`config.mk`:
```
export PLATFORM = sky130hd
export DESIGN_NAME = spi_flash_program_erase_sequencer_unit_flat
export DESIGN_NICKNAME = d
export VERILOG_FILES = /design/src/rtl/core/sfpes_pkg.sv /design/src/rtl/core/sfpes_if.sv /design/src/rtl/core/sfpes_csr.sv /design/src/rtl/core/sfpes_in_stage.sv /design/src/rtl/core/sfpes_seq.sv /design/src/rtl/core/spi_flash_program_erase_sequencer_unit.sv /design/src/flat_wrapper.sv
export SDC_FILE = /design/constraint.sdc
export NUM_CORES = 1
export LEC_CHECK = 0
export ABC_CLOCK_PERIOD_IN_PS = 22300
export BUFFER_PORTS_ARGS = -buffer_cell sky130_fd_sc_hd__clkbuf_2
export CORE_ASPECT_RATIO = 0.5
export CORE_UTILIZATION = 55
export DETAILED_ROUTE_END_ITERATION = 16
export PLACE_DENSITY = 0.76
export RECOVER_POWER = 100
export SLEW_MARGIN = 30
export SYNTH_ARGS = -nofsm -noshare
export SYNTH_HDL_FRONTEND = slang
export SYNTH_SLANG_ARGS = --single-unit
```
`constraint.sdc`:
```
create_clock -name clock -period 22.3 [get_ports clock]
set_clock_uncertainty 0.2 [all_clocks]
set_input_delay 1.115 -clock clock [delete_from_list [all_inputs] [get_ports clock]]
set_output_delay 1.115 -clock clock [all_outputs]
set_load 0.05 [all_outputs]
```
`src/rtl/core/sfpes_pkg.sv`:
```
package sfpes_pkg;

   localparam int ADDR_W   = 23;
   localparam int COUNT_W  = 24;
   localparam int LEN_W    = 9;
   localparam int RETRY_W  = 16;
   localparam int ACT_W    = 4;
   localparam int RTYPE_W  = 2;

   localparam int PAGE_LOG     = 8;
   localparam int PAGE_BYTES   = 1 << PAGE_LOG;
   localparam int SECTOR_LOG   = 12;
   localparam int SECTOR_BYTES = 1 << SECTOR_LOG;
   localparam int SROOM_W      = SECTOR_LOG + 1;
   localparam int FLASH_BYTES  = 8388608;

   localparam logic [RETRY_W-1:0] DEFAULT_POLL_LIMIT = 16'd12000;

   localparam int CSR_ADDR_W = 3;
   localparam int CSR_DATA_W = 32;
   localparam logic CSR_IDX_POLL_LIMIT = 1'b0;

   localparam logic KIND_REQUEST = 1'b0;
   localparam logic KIND_STATUS  = 1'b1;

   localparam logic [RTYPE_W-1:0] REQ_WRITE        = 2'd0;
   localparam logic [RTYPE_W-1:0] REQ_WRITE_ERASE  = 2'd1;
   localparam logic [RTYPE_W-1:0] REQ_SECTOR_ERASE = 2'd2;
   localparam logic [RTYPE_W-1:0] REQ_CHIP_ERASE   = 2'd3;

   localparam logic [ACT_W-1:0] ACT_NONE         = 4'd0;
   localparam logic [ACT_W-1:0] ACT_SECTOR_ERASE = 4'd1;
   localparam logic [ACT_W-1:0] ACT_PROGRAM      = 4'd2;
   localparam logic [ACT_W-1:0] ACT_CHIP_ERASE   = 4'd3;
   localparam logic [ACT_W-1:0] ACT_POLL         = 4'd4;
   localparam logic [ACT_W-1:0] ACT_DONE         = 4'd5;
   localparam logic [ACT_W-1:0] ACT_PARAM_ERR    = 4'd6;
   localparam logic [ACT_W-1:0] ACT_TIMEOUT      = 4'd7;
   localparam logic [ACT_W-1:0] ACT_BUS_ERR      = 4'd8;

   typedef struct packed {
      logic               kind;
      logic [RTYPE_W-1:0] request_type;
      logic [ADDR_W-1:0]  start_address;
      logic [COUNT_W-1:0] byte_count;
      logic               busy_req;
      logic               bus_error;
   } req_item_type;

   typedef struct packed {
      logic [ACT_W-1:0]  action;
      logic [ADDR_W-1:0] op_address;
      logic [LEN_W-1:0]  op_length;
      logic [ADDR_W-1:0] source_offset;
   } rsp_item_type;

endpackage

```
`src/rtl/core/sfpes_if.sv`:
```
interface sfpes_req_if;
   logic                              valid;
   logic                              ready;
   logic                              kind;
   logic [sfpes_pkg::RTYPE_W-1:0]     request_type;
   logic [sfpes_pkg::ADDR_W-1:0]      start_address;
   logic [sfpes_pkg::COUNT_W-1:0]     byte_count;
   logic                              busy_req;
   logic                              bus_error;

   modport source (
      output valid, kind, request_type, start_address, byte_count, busy_req, bus_error,
      input  ready
   );
   modport sink (
      input  valid, kind, request_type, start_address, byte_count, busy_req, bus_error,
      output ready
   );
endinterface

interface sfpes_rsp_if;
   logic                          valid;
   logic                          ready;
   logic [sfpes_pkg::ACT_W-1:0]   action;
   logic [sfpes_pkg::ADDR_W-1:0]  op_address;
   logic [sfpes_pkg::LEN_W-1:0]   op_length;
   logic [sfpes_pkg::ADDR_W-1:0]  source_offset;

   modport source (
      output valid, action, op_address, op_length, source_offset,
      input  ready
   );
   modport sink (
      input  valid, action, op_address, op_length, source_offset,
      output ready
   );
endinterface

```
`src/rtl/core/sfpes_csr.sv`:
```
module sfpes_csr (
   input  logic                                clock,
   input  logic                                reset,
   input  logic                                csr_psel,
   input  logic                                csr_penable,
   input  logic                                csr_pwrite,
   input  logic [sfpes_pkg::CSR_ADDR_W-1:0]    csr_paddr,
   input  logic [sfpes_pkg::CSR_DATA_W-1:0]    csr_pwdata,
   output logic [sfpes_pkg::CSR_DATA_W-1:0]    csr_prdata,
   output logic                                csr_pready,
   output logic [sfpes_pkg::RETRY_W-1:0]       poll_limit
);

   logic [sfpes_pkg::RETRY_W-1:0] poll_limit_ff;
   logic [sfpes_pkg::RETRY_W-1:0] poll_limit_in;
   logic                          hit;

   assign hit        = csr_paddr[sfpes_pkg::CSR_ADDR_W-1] == sfpes_pkg::CSR_IDX_POLL_LIMIT;
   assign csr_pready = 1'b1;

   always_comb begin
      poll_limit_in = poll_limit_ff;
      if (csr_psel && csr_penable && csr_pwrite && hit) begin
         poll_limit_in = csr_pwdata[sfpes_pkg::RETRY_W-1:0];
      end
   end

   always_ff @(posedge clock) begin
      if (reset) begin
         poll_limit_ff <= sfpes_pkg::DEFAULT_POLL_LIMIT;
      end else begin
         poll_limit_ff <= poll_limit_in;
      end
   end

   always_comb begin
      csr_prdata = '0;
      if (hit) begin
         csr_prdata = sfpes_pkg::CSR_DATA_W'(poll_limit_ff);
      end
   end

   assign poll_limit = poll_limit_ff;

endmodule

```
`src/rtl/core/sfpes_in_stage.sv`:
```
module sfpes_in_stage (
   input  logic                    clock,
   input  logic                    reset,
   sfpes_req_if.sink               req_bus,
   input  logic                    take,
   output logic                    item_valid,
   output sfpes_pkg::req_item_type item
);

   logic                    valid_ff;
   logic                    valid_in;
   sfpes_pkg::req_item_type item_ff;
   sfpes_pkg::req_item_type item_in;
   logic                    accept;

   assign req_bus.ready = !valid_ff || take;
   assign accept        = req_bus.valid && req_bus.ready;

   always_comb begin
      valid_in = valid_ff;
      item_in  = item_ff;
      if (accept) begin
         valid_in              = 1'b1;
         item_in.kind          = req_bus.kind;
         item_in.request_type  = req_bus.request_type;
         item_in.start_address = req_bus.start_address;
         item_in.byte_count    = req_bus.byte_count;
         item_in.busy_req      = req_bus.busy_req;
         item_in.bus_error     = req_bus.bus_error;
      end else if (take) begin
         valid_in = 1'b0;
      end
   end

   always_ff @(posedge clock) begin
      if (reset) begin
         valid_ff <= 1'b0;
      end else begin
         valid_ff <= valid_in;
      end
   end

   always_ff @(posedge clock) begin
      item_ff <= item_in;
   end

   assign item_valid = valid_ff;
   assign item       = item_ff;

endmodule

```
`src/rtl/core/sfpes_seq.sv`:
```
module sfpes_seq (
   input  logic                          clock,
   input  logic                          reset,
   input  logic [sfpes_pkg::RETRY_W-1:0] poll_limit,
   input  logic                          item_valid,
   input  sfpes_pkg::req_item_type       item,
   output logic                          take,
   sfpes_rsp_if.source                   rsp_bus
);

   localparam logic [1:0] PH_IDLE         = 2'd0;
   localparam logic [1:0] PH_WAIT_ERASE   = 2'd1;
   localparam logic [1:0] PH_WAIT_PROGRAM = 2'd2;

   localparam int AW = sfpes_pkg::ADDR_W;
   localparam int CW = sfpes_pkg::COUNT_W;
   localparam int LW = sfpes_pkg::LEN_W;
   localparam int RW = sfpes_pkg::RETRY_W;

   function automatic logic [LW-1:0] chunk_len(
      input logic [AW-1:0] ca,
      input logic [CW-1:0] bl,
      input logic          erase
   );
      logic [LW-1:0]                 page_room;
      logic [sfpes_pkg::SROOM_W-1:0] sector_room;
      logic [LW-1:0]                 len;
      page_room   = LW'(sfpes_pkg::PAGE_BYTES) - LW'(ca[sfpes_pkg::PAGE_LOG-1:0]);
      sector_room = sfpes_pkg::SROOM_W'(sfpes_pkg::SECTOR_BYTES)
                    - sfpes_pkg::SROOM_W'(ca[sfpes_pkg::SECTOR_LOG-1:0]);
      if (bl < CW'(page_room)) begin
         len = bl[LW-1:0];
      end else begin
         len = page_room;
      end
      if (erase && (sfpes_pkg::SROOM_W'(len) > sector_room)) begin
         len = LW'(sector_room);
      end
      return len;
   endfunction

   logic [1:0]              phase_ff, phase_in;
   logic                    erase_ff, erase_in;
   logic [AW-1:0]           op_addr_ff, op_addr_in;
   logic [CW-1:0]           bytes_left_ff, bytes_left_in;
   logic [AW-1:0]           bytes_done_ff, bytes_done_in;
   logic [RW-1:0]           retry_ff, retry_in;
   logic [LW-1:0]           chunk_pend_ff, chunk_pend_in;
   logic                    out_valid_ff, out_valid_in;
   sfpes_pkg::rsp_item_type out_item_ff, out_item_in;

   logic [AW-1:0] sector_mask;
   logic          addr_oor;
   logic          span_oor;
   logic [RW-1:0] retry_next;
   logic          timeout;
   logic [LW-1:0] done_len;
   logic [AW-1:0] ca_new;
   logic [CW-1:0] bl_new;
   logic [AW-1:0] bd_new;
   logic [LW-1:0] len_req;
   logic [LW-1:0] len_next;
   logic [LW-1:0] len_cur;

   assign take = item_valid && (!out_valid_ff || rsp_bus.ready);

   assign sector_mask = ~AW'(sfpes_pkg::SECTOR_BYTES - 1);
   assign addr_oor    = CW'(item.start_address) >= CW'(sfpes_pkg::FLASH_BYTES);
   assign span_oor    = ((CW + 1)'(item.start_address) + (CW + 1)'(item.byte_count))
                        > (CW + 1)'(sfpes_pkg::FLASH_BYTES);
   assign retry_next  = retry_ff + RW'(1);
   assign timeout     = (retry_next == '0) || (retry_next >= poll_limit);
   assign done_len    = (CW'(chunk_pend_ff) > bytes_left_ff) ? bytes_left_ff[LW-1:0]
                                                              : chunk_pend_ff;
   assign ca_new      = op_addr_ff + AW'(done_len);
   assign bd_new      = bytes_done_ff + AW'(done_len);
   assign bl_new      = bytes_left_ff - CW'(done_len);
   assign len_req     = chunk_len(item.start_address, item.byte_count, 1'b0);
   assign len_next    = chunk_len(ca_new, bl_new, erase_ff);
   assign len_cur     = chunk_len(op_addr_ff, bytes_left_ff, erase_ff);

   always_comb begin
      phase_in      = phase_ff;
      erase_in      = erase_ff;
      op_addr_in    = op_addr_ff;
      bytes_left_in = bytes_left_ff;
      bytes_done_in = bytes_done_ff;
      retry_in      = retry_ff;
      chunk_pend_in = chunk_pend_ff;
      out_item_in   = '0;
      out_item_in.action = sfpes_pkg::ACT_NONE;

      if (item.kind == sfpes_pkg::KIND_REQUEST) begin
         if (phase_ff == PH_IDLE) begin
            case (item.request_type)
               sfpes_pkg::REQ_CHIP_ERASE: begin
                  bytes_left_in      = '0;
                  erase_in           = 1'b0;
                  phase_in           = PH_WAIT_ERASE;
                  retry_in           = '0;
                  out_item_in.action = sfpes_pkg::ACT_CHIP_ERASE;
               end
               sfpes_pkg::REQ_SECTOR_ERASE: begin
                  if (addr_oor) begin
                     phase_in           = PH_IDLE;
                     retry_in           = '0;
                     chunk_pend_in      = '0;
                     bytes_left_in      = '0;
                     out_item_in.action = sfpes_pkg::ACT_PARAM_ERR;
                  end else begin
                     bytes_left_in          = '0;
                     erase_in               = 1'b0;
                     phase_in               = PH_WAIT_ERASE;
                     retry_in               = '0;
                     out_item_in.action     = sfpes_pkg::ACT_SECTOR_ERASE;
                     out_item_in.op_address = item.start_address & sector_mask;
                  end
               end
               default: begin
                  if ((item.byte_count == '0) || addr_oor || span_oor) begin
                     phase_in           = PH_IDLE;
                     retry_in           = '0;
                     chunk_pend_in      = '0;
                     bytes_left_in      = '0;
                     out_item_in.action = sfpes_pkg::ACT_PARAM_ERR;
                  end else begin
                     erase_in      = item.request_type == sfpes_pkg::REQ_WRITE_ERASE;
                     op_addr_in    = item.start_address;
                     bytes_left_in = item.byte_count;
                     bytes_done_in = '0;
                     retry_in      = '0;
                     if (item.request_type == sfpes_pkg::REQ_WRITE_ERASE) begin
                        chunk_pend_in          = '0;
                        phase_in               = PH_WAIT_ERASE;
                        out_item_in.action     = sfpes_pkg::ACT_SECTOR_ERASE;
                        out_item_in.op_address = item.start_address & sector_mask;
                     end else begin
                        chunk_pend_in          = len_req;
                        phase_in               = PH_WAIT_PROGRAM;
                        out_item_in.action     = sfpes_pkg::ACT_PROGRAM;
                        out_item_in.op_address = item.start_address;
                        out_item_in.op_length  = len_req;
                     end
                  end
               end
            endcase
         end
      end else if (phase_ff != PH_IDLE) begin
         if (item.bus_error || (item.busy_req && timeout)) begin
            phase_in      = PH_IDLE;
            retry_in      = '0;
            chunk_pend_in = '0;
            bytes_left_in = '0;
            out_item_in.action = item.bus_error ? sfpes_pkg::ACT_BUS_ERR
                                                : sfpes_pkg::ACT_TIMEOUT;
         end else if (item.busy_req) begin
            retry_in           = retry_next;
            out_item_in.action = sfpes_pkg::ACT_POLL;
         end else if (phase_ff == PH_WAIT_PROGRAM) begin
            op_addr_in    = ca_new;
            bytes_done_in = bd_new;
            bytes_left_in = bl_new;
            chunk_pend_in = '0;
            retry_in      = '0;
            if (bl_new == '0) begin
               phase_in           = PH_IDLE;
               out_item_in.action = sfpes_pkg::ACT_DONE;
            end else if (erase_ff && (ca_new[sfpes_pkg::SECTOR_LOG-1:0] == '0)) begin
               phase_in               = PH_WAIT_ERASE;
               out_item_in.action     = sfpes_pkg::ACT_SECTOR_ERASE;
               out_item_in.op_address = ca_new & sector_mask;
            end else begin
               chunk_pend_in             = len_next;
               phase_in                  = PH_WAIT_PROGRAM;
               out_item_in.action        = sfpes_pkg::ACT_PROGRAM;
               out_item_in.op_address    = ca_new;
               out_item_in.op_length     = len_next;
               out_item_in.source_offset = bd_new;
            end
         end else begin
            retry_in = '0;
            if (bytes_left_ff == '0) begin
               phase_in           = PH_IDLE;
               chunk_pend_in      = '0;
               out_item_in.action = sfpes_pkg::ACT_DONE;
            end else begin
               chunk_pend_in             = len_cur;
               phase_in                  = PH_WAIT_PROGRAM;
               out_item_in.action        = sfpes_pkg::ACT_PROGRAM;
               out_item_in.op_address    = op_addr_ff;
               out_item_in.op_length     = len_cur;
               out_item_in.source_offset = bytes_done_ff;
            end
         end
      end
   end

   assign out_valid_in = take || (out_valid_ff && !rsp_bus.ready);

   always_ff @(posedge clock) begin
      if (reset) begin
         phase_ff      <= PH_IDLE;
         erase_ff      <= 1'b0;
         op_addr_ff    <= '0;
         bytes_left_ff <= '0;
         bytes_done_ff <= '0;
         retry_ff      <= '0;
         chunk_pend_ff <= '0;
         out_valid_ff  <= 1'b0;
      end else begin
         out_valid_ff <= out_valid_in;
         if (take) begin
            phase_ff      <= phase_in;
            erase_ff      <= erase_in;
            op_addr_ff    <= op_addr_in;
            bytes_left_ff <= bytes_left_in;
            bytes_done_ff <= bytes_done_in;
            retry_ff      <= retry_in;
            chunk_pend_ff <= chunk_pend_in;
         end
      end
   end

   always_ff @(posedge clock) begin
      if (take) begin
         out_item_ff <= out_item_in;
      end
   end

   assign rsp_bus.valid         = out_valid_ff;
   assign rsp_bus.action        = out_item_ff.action;
   assign rsp_bus.op_address    = out_item_ff.op_address;
   assign rsp_bus.op_length     = out_item_ff.op_length;
   assign rsp_bus.source_offset = out_item_ff.source_offset;

endmodule

```
`src/rtl/core/spi_flash_program_erase_sequencer_unit.sv`:
```
// SPI NOR flash program/erase sequencer. Each beat on req_bus is either a new request
// (write, write with sector erase, sector erase, chip erase) or the status of the last
// flash operation; each accepted beat yields exactly one beat on rsp_bus naming the next
// flash action, a poll, the end of the request, or no action. One beat is accepted
// per clock while rsp_bus keeps up: the beat lands in the input register, and one
// pass through the step logic then loads its response into the response register,
// together with the sequencing state that each following beat sees, once that
// register is empty or its response is taken. A stalled response leaves room for one
// more beat in the input register and then holds off req_bus. The poll limit register
// sits at byte address 0 of the register port and resets to 12000.
module spi_flash_program_erase_sequencer_unit (
   input  logic                             clock,
   input  logic                             reset,
   sfpes_req_if.sink                        req_bus,
   sfpes_rsp_if.source                      rsp_bus,
   input  logic                             csr_psel,
   input  logic                             csr_penable,
   input  logic                             csr_pwrite,
   input  logic [sfpes_pkg::CSR_ADDR_W-1:0] csr_paddr,
   input  logic [sfpes_pkg::CSR_DATA_W-1:0] csr_pwdata,
   output logic [sfpes_pkg::CSR_DATA_W-1:0] csr_prdata,
   output logic                             csr_pready
);

   logic [sfpes_pkg::RETRY_W-1:0] poll_limit;
   logic                          item_valid;
   sfpes_pkg::req_item_type       item;
   logic                          take;

   sfpes_csr u_csr (
      .clock       (clock),
      .reset       (reset),
      .csr_psel    (csr_psel),
      .csr_penable (csr_penable),
      .csr_pwrite  (csr_pwrite),
      .csr_paddr   (csr_paddr),
      .csr_pwdata  (csr_pwdata),
      .csr_prdata  (csr_prdata),
      .csr_pready  (csr_pready),
      .poll_limit  (poll_limit)
   );

   sfpes_in_stage u_in_stage (
      .clock      (clock),
      .reset      (reset),
      .req_bus    (req_bus),
      .take       (take),
      .item_valid (item_valid),
      .item       (item)
   );

   sfpes_seq u_seq (
      .clock       (clock),
      .reset       (reset),
      .poll_limit  (poll_limit),
      .item_valid  (item_valid),
      .item        (item),
      .take        (take),
      .rsp_bus     (rsp_bus)
   );

endmodule

```
`src/flat_wrapper.sv`:
```
// flat-port wrapper written by rule: the top's interface ports become plain ports
module spi_flash_program_erase_sequencer_unit_flat 
  (clock, reset, csr_psel, csr_penable, csr_pwrite, csr_paddr, csr_pwdata, csr_prdata, csr_pready, req_bus_valid, req_bus_kind, req_bus_request_type, req_bus_start_address, req_bus_byte_count, req_bus_busy_req, req_bus_bus_error, req_bus_ready, rsp_bus_valid, rsp_bus_action, rsp_bus_op_address, rsp_bus_op_length, rsp_bus_source_offset, rsp_bus_ready);
  sfpes_req_if req_bus_i ();
  sfpes_rsp_if rsp_bus_i ();
  input  logic clock;
  input  logic reset;
  input  logic csr_psel;
  input  logic csr_penable;
  input  logic csr_pwrite;
  input  logic [sfpes_pkg::CSR_ADDR_W-1:0] csr_paddr;
  input  logic [sfpes_pkg::CSR_DATA_W-1:0] csr_pwdata;
  output logic [sfpes_pkg::CSR_DATA_W-1:0] csr_prdata;
  output logic csr_pready;
  input wire logic [$bits(req_bus_i.valid)-1:0] req_bus_valid;
  input wire logic [$bits(req_bus_i.kind)-1:0] req_bus_kind;
  input wire logic [$bits(req_bus_i.request_type)-1:0] req_bus_request_type;
  input wire logic [$bits(req_bus_i.start_address)-1:0] req_bus_start_address;
  input wire logic [$bits(req_bus_i.byte_count)-1:0] req_bus_byte_count;
  input wire logic [$bits(req_bus_i.busy_req)-1:0] req_bus_busy_req;
  input wire logic [$bits(req_bus_i.bus_error)-1:0] req_bus_bus_error;
  output wire logic [$bits(req_bus_i.ready)-1:0] req_bus_ready;
  output wire logic [$bits(rsp_bus_i.valid)-1:0] rsp_bus_valid;
  output wire logic [$bits(rsp_bus_i.action)-1:0] rsp_bus_action;
  output wire logic [$bits(rsp_bus_i.op_address)-1:0] rsp_bus_op_address;
  output wire logic [$bits(rsp_bus_i.op_length)-1:0] rsp_bus_op_length;
  output wire logic [$bits(rsp_bus_i.source_offset)-1:0] rsp_bus_source_offset;
  input wire logic [$bits(rsp_bus_i.ready)-1:0] rsp_bus_ready;
  assign req_bus_i.valid = req_bus_valid;
  assign req_bus_i.kind = req_bus_kind;
  assign req_bus_i.request_type = req_bus_request_type;
  assign req_bus_i.start_address = req_bus_start_address;
  assign req_bus_i.byte_count = req_bus_byte_count;
  assign req_bus_i.busy_req = req_bus_busy_req;
  assign req_bus_i.bus_error = req_bus_bus_error;
  assign req_bus_ready = req_bus_i.ready;
  assign rsp_bus_valid = rsp_bus_i.valid;
  assign rsp_bus_action = rsp_bus_i.action;
  assign rsp_bus_op_address = rsp_bus_i.op_address;
  assign rsp_bus_op_length = rsp_bus_i.op_length;
  assign rsp_bus_source_offset = rsp_bus_i.source_offset;
  assign rsp_bus_i.ready = rsp_bus_ready;
  spi_flash_program_erase_sequencer_unit u_core (.clock(clock), .reset(reset), .req_bus(req_bus_i), .rsp_bus(rsp_bus_i), .csr_psel(csr_psel), .csr_penable(csr_penable), .csr_pwrite(csr_pwrite), .csr_paddr(csr_paddr), .csr_pwdata(csr_pwdata), .csr_prdata(csr_prdata), .csr_pready(csr_pready));
endmodule
```
==> reports/results.txt <==
Crit-path max FO: 17
Outcome: finished, violations left
Rows: 44
Final #Nets: 2294
Min-delay worst type: flop to flop
Worst-path clk slew: 0.07 ns
Post-synth ARST share: 0%
Starting density of the core: 56.8%
I/O Buffers: 152
Post-CTS Setup Bufs: 0
First-pass GRT wire length: 76.9 mm
Main synth FF type: dfxtp_1
Hold Buf Count CTS: 0
Worst path most repeated cell: o21ai_0
Clock root cell: clkbuf_16
Total grt overflow: 0
H-tree depth: 1
Violated checks: max-capacitance violations, max-slew violations
Fill count: 2649
Worst Max-Slew Pin Slew: 3.44 ns
Number of global-route vias before repair: 13800
Most common cell after layout, fill and taps aside: nor2_1
Slew Limit Fails: 311
Initial drt markers: 1829
DIE HEIGHT: 125 microns
Via count: 15700
Worst-skew pair later-pin latency: 0.56 ns
CTS tree: done
TNS Setup: 0 ns
Leading cell types in the layout, fill and taps excluded: nor2_1, nand2_1, a21oi_1, ha_1, dfxtp_1
Synth Register Bits: 227
Post-synthesis cell area: 16700 sq um
Post-synth EDFFs: 111
Synth Instances: 1988
CTS Buf Count: 23
Post-DP HPWL: 37.4 mm
Routed length per instance: 20.4 microns
Crit-path slowest cell: xnor2_1
Maximum vdd drop: 0.0617 mV
FF-to-FF setup slack: 10.96 ns
R2R cell count: 46
Worst Setup Path Type: flop to flop
Leakage power: 6.94 nW
Die area: 31100 sq um
Final period util: 50.9%
P&R area growth vs syn: 9.26%
Reg-to-Reg End: u_core.u_seq.rsp_bus.op_length[5]$_DFFE_PP_
Hold depth: 2
Initial antenna violation count: 0
DR vias/cell: 6.31
Max Cap Viol: 8
Post-synthesis cell type count: 83
Fmax: 88.1 MHz
Core Area: 29400 sq um
Post_cts resized: 0
Worst Hold Launch: u_core.u_csr.poll_limit[2]$_SDFFE_PP0P_
GP Congestion: 1.02
Area fraction of the dominant cell type after synthesis: 20.0%
Ports: 188
Syn Area/Cell: 8.40 sq um
Minimum clock period: 11.34 ns
Final hold viol count: 0
Pwr dens: 75.8 nW/um^2
Worst path max stage delay: 0.86 ns
DRC viols: 0
Number of antenna-violating nets in the routed design: 0
Layout cells sized above 1: 7.14%
Critical Path AT: 11.39 ns
Post-layout util: 62.1%
First-pass DRT Iterations: 8
# clock sinks: 227
Wirelength, routed: 50.5 mm
Relative slew margins: -129%
Worst r2r src: u_core.u_seq.bytes_left_ff[1]$_SDFFE_PP0P_
Final setup fails: 0
Die Span X: 248 microns
Synthesis Warnings: 0
Largest net degree at the start of global routing: 68
WP data required: 22.35 ns
Total track usage: 31.1%
Top cells by area, synth: edfxtp_1, dfxtp_1, ha_1
Synth area leader: edfxtp_1
WHS Endpoint: u_core.u_csr.poll_limit[2]$_SDFFE_PP0P_
Crit. End Element: flop
CP Launch Type: flop
RSZ-0062 raised after global routing: no
Seq/Total Area, Yosys: 33.9%
Max Root-Sink Buffers: 3
worst max path at each step:
stage | startpoint | to | slack (ns) | depth (start not counted)
after detailed placement | u_core.u_seq.bytes_left_ff[9]$_SDFFE_PP0P_ | u_core.u_seq.rsp_bus.op_length[4]$_DFFE_PP_ | 11.93 | 38
final | u_core.u_seq.bytes_left_ff[1]$_SDFFE_PP0P_ | u_core.u_seq.rsp_bus.op_length[5]$_DFFE_PP_ | 10.96 | 46
after floorplan | u_core.u_seq.bytes_left_ff[1]$_SDFFE_PP0P_ | u_core.u_seq.rsp_bus.op_length[3]$_DFFE_PP_ | 13.09 | 45
after global placement | u_core.u_seq.bytes_left_ff[9]$_SDFFE_PP0P_ | u_core.u_seq.rsp_bus.op_length[2]$_DFFE_PP_ | 11.85 | 38
after CTS | u_core.u_seq.bytes_left_ff[9]$_SDFFE_PP0P_ | u_core.u_seq.rsp_bus.op_length[5]$_DFFE_PP_ | 11.87 | 38
after global routing | u_core.u_seq.bytes_left_ff[1]$_SDFFE_PP0P_ | u_core.u_seq.rsp_bus.op_length[5]$_DFFE_PP_ | 10.26 | 44
where the power goes:
| group | internal [W] | switching, W |
|---|---|---|
| combinational | 0.000171 | 0.000302 |
| sequential | 0.000456 | 0.0000228 |
| clock | 0.000251 | 0.000181 |
| total | 0.000878 | 0.000506 |
per-stage QoR:
step	total power [W]	area [sq um]	cells	setup WS (ns)	hold WS (ns)
global route	0.00145	18300	2479	10.26	0.274
finish	0.00138	18300	2480	10.96	0.259
floorplan	0.000833	16800	2003	13.09	0.236
global placement	0.000945	17600	2437	11.85	0.243
detailed placement	0.000947	17600	2437	11.93	0.248
CTS	0.00138	18400	2479	11.87	0.257
kinds of logic (layout without fill, tap and decap cells):
group                    Yosys count  in the layout  share of synthesized area, %
AO/OA/AOI/OAI                    559            559                          22.3
XOR/XNOR                          86             86                          4.51
adder cells (fa/ha/maj)          129            129                          9.84
buffers and inverters            224            309                          5.63
flip-flops                       227            227                          33.9
multiplexers                      50             50                          3.10
other                              2             18                        0.0450
AND/OR/NAND/NOR                  711            711                          20.7
cell usage after synthesis (19+ instances only):
master,count
a211oi_1,27
and3_1,19
nand2b_1,33
o21a_1,23
nand3_1,75
xnor2_1,54
dfxtp_1,116
inv_1,98
nand2_1,181
nor2_1,187
mux2i_1,36
nor2b_1,19
o21ai_0,88
ha_1,125
clkbuf_1,91
nor3_1,61
a21o_1,26
a21oi_1,176
or3_1,23
edfxtp_1,111
xor2_1,32
buf_4,23
layout make-up:
cell class | instances | area, sq um | area share [%]
multi-input combinational | 1552 | 10200 | 55.7
sequential | 227 | 5660 | 31.0
timing repair buffer | 168 | 746 | 4.09
clock buffer | 29 | 638 | 3.50
tap | 391 | 489 | 2.68
inverter | 99 | 372 | 2.04
clock inverter | 13 | 189 | 1.04
antenna | 1 | 2.50 | 0.0137
flip-flops by register name, summed over array words and instances (netlist names):
name                                flops
u_core.u_seq.rsp_bus.op_address        23
u_core.u_seq.rsp_bus.action             4
u_core.u_in_stage.item_valid            1
u_core.u_seq.op_addr_ff                23
u_core.u_csr.poll_limit                16
u_core.u_seq.chunk_pend_ff              9
u_core.u_seq.retry_ff                  16
u_core.u_in_stage.item                 52
u_core.u_seq.erase_ff                   1
u_core.u_seq.bytes_done_ff             23
u_core.u_seq.bytes_left_ff             24
u_core.u_seq.rsp_bus.valid              1
u_core.u_seq.phase_ff                   2
u_core.u_seq.rsp_bus.source_offset     23
u_core.u_seq.rsp_bus.op_length          9
critical path: cells and delay by family (launching register included):
family	cells	cell delay, ns
XOR/XNOR	2	1.26
multiplexers	2	1.05
adder cells (fa/ha/maj)	5	1.47
flip-flops	1	0.55
buffers and inverters	4	1.40
AND/OR/NAND/NOR	14	2.15
AO/OA/AOI/OAI	19	2.93
metal layers:
metal  global-route usage (%)  vias up  wire length [microns]
li1                         -     7435                      -
met1                     45.0     7366                  22400
met2                     48.2      760                  21900
met3                     5.54       89                   5030
met4                     7.38        0                   1110
met5                        0        -                      0
No activity file was read; power rests on OpenSTA's default activity.
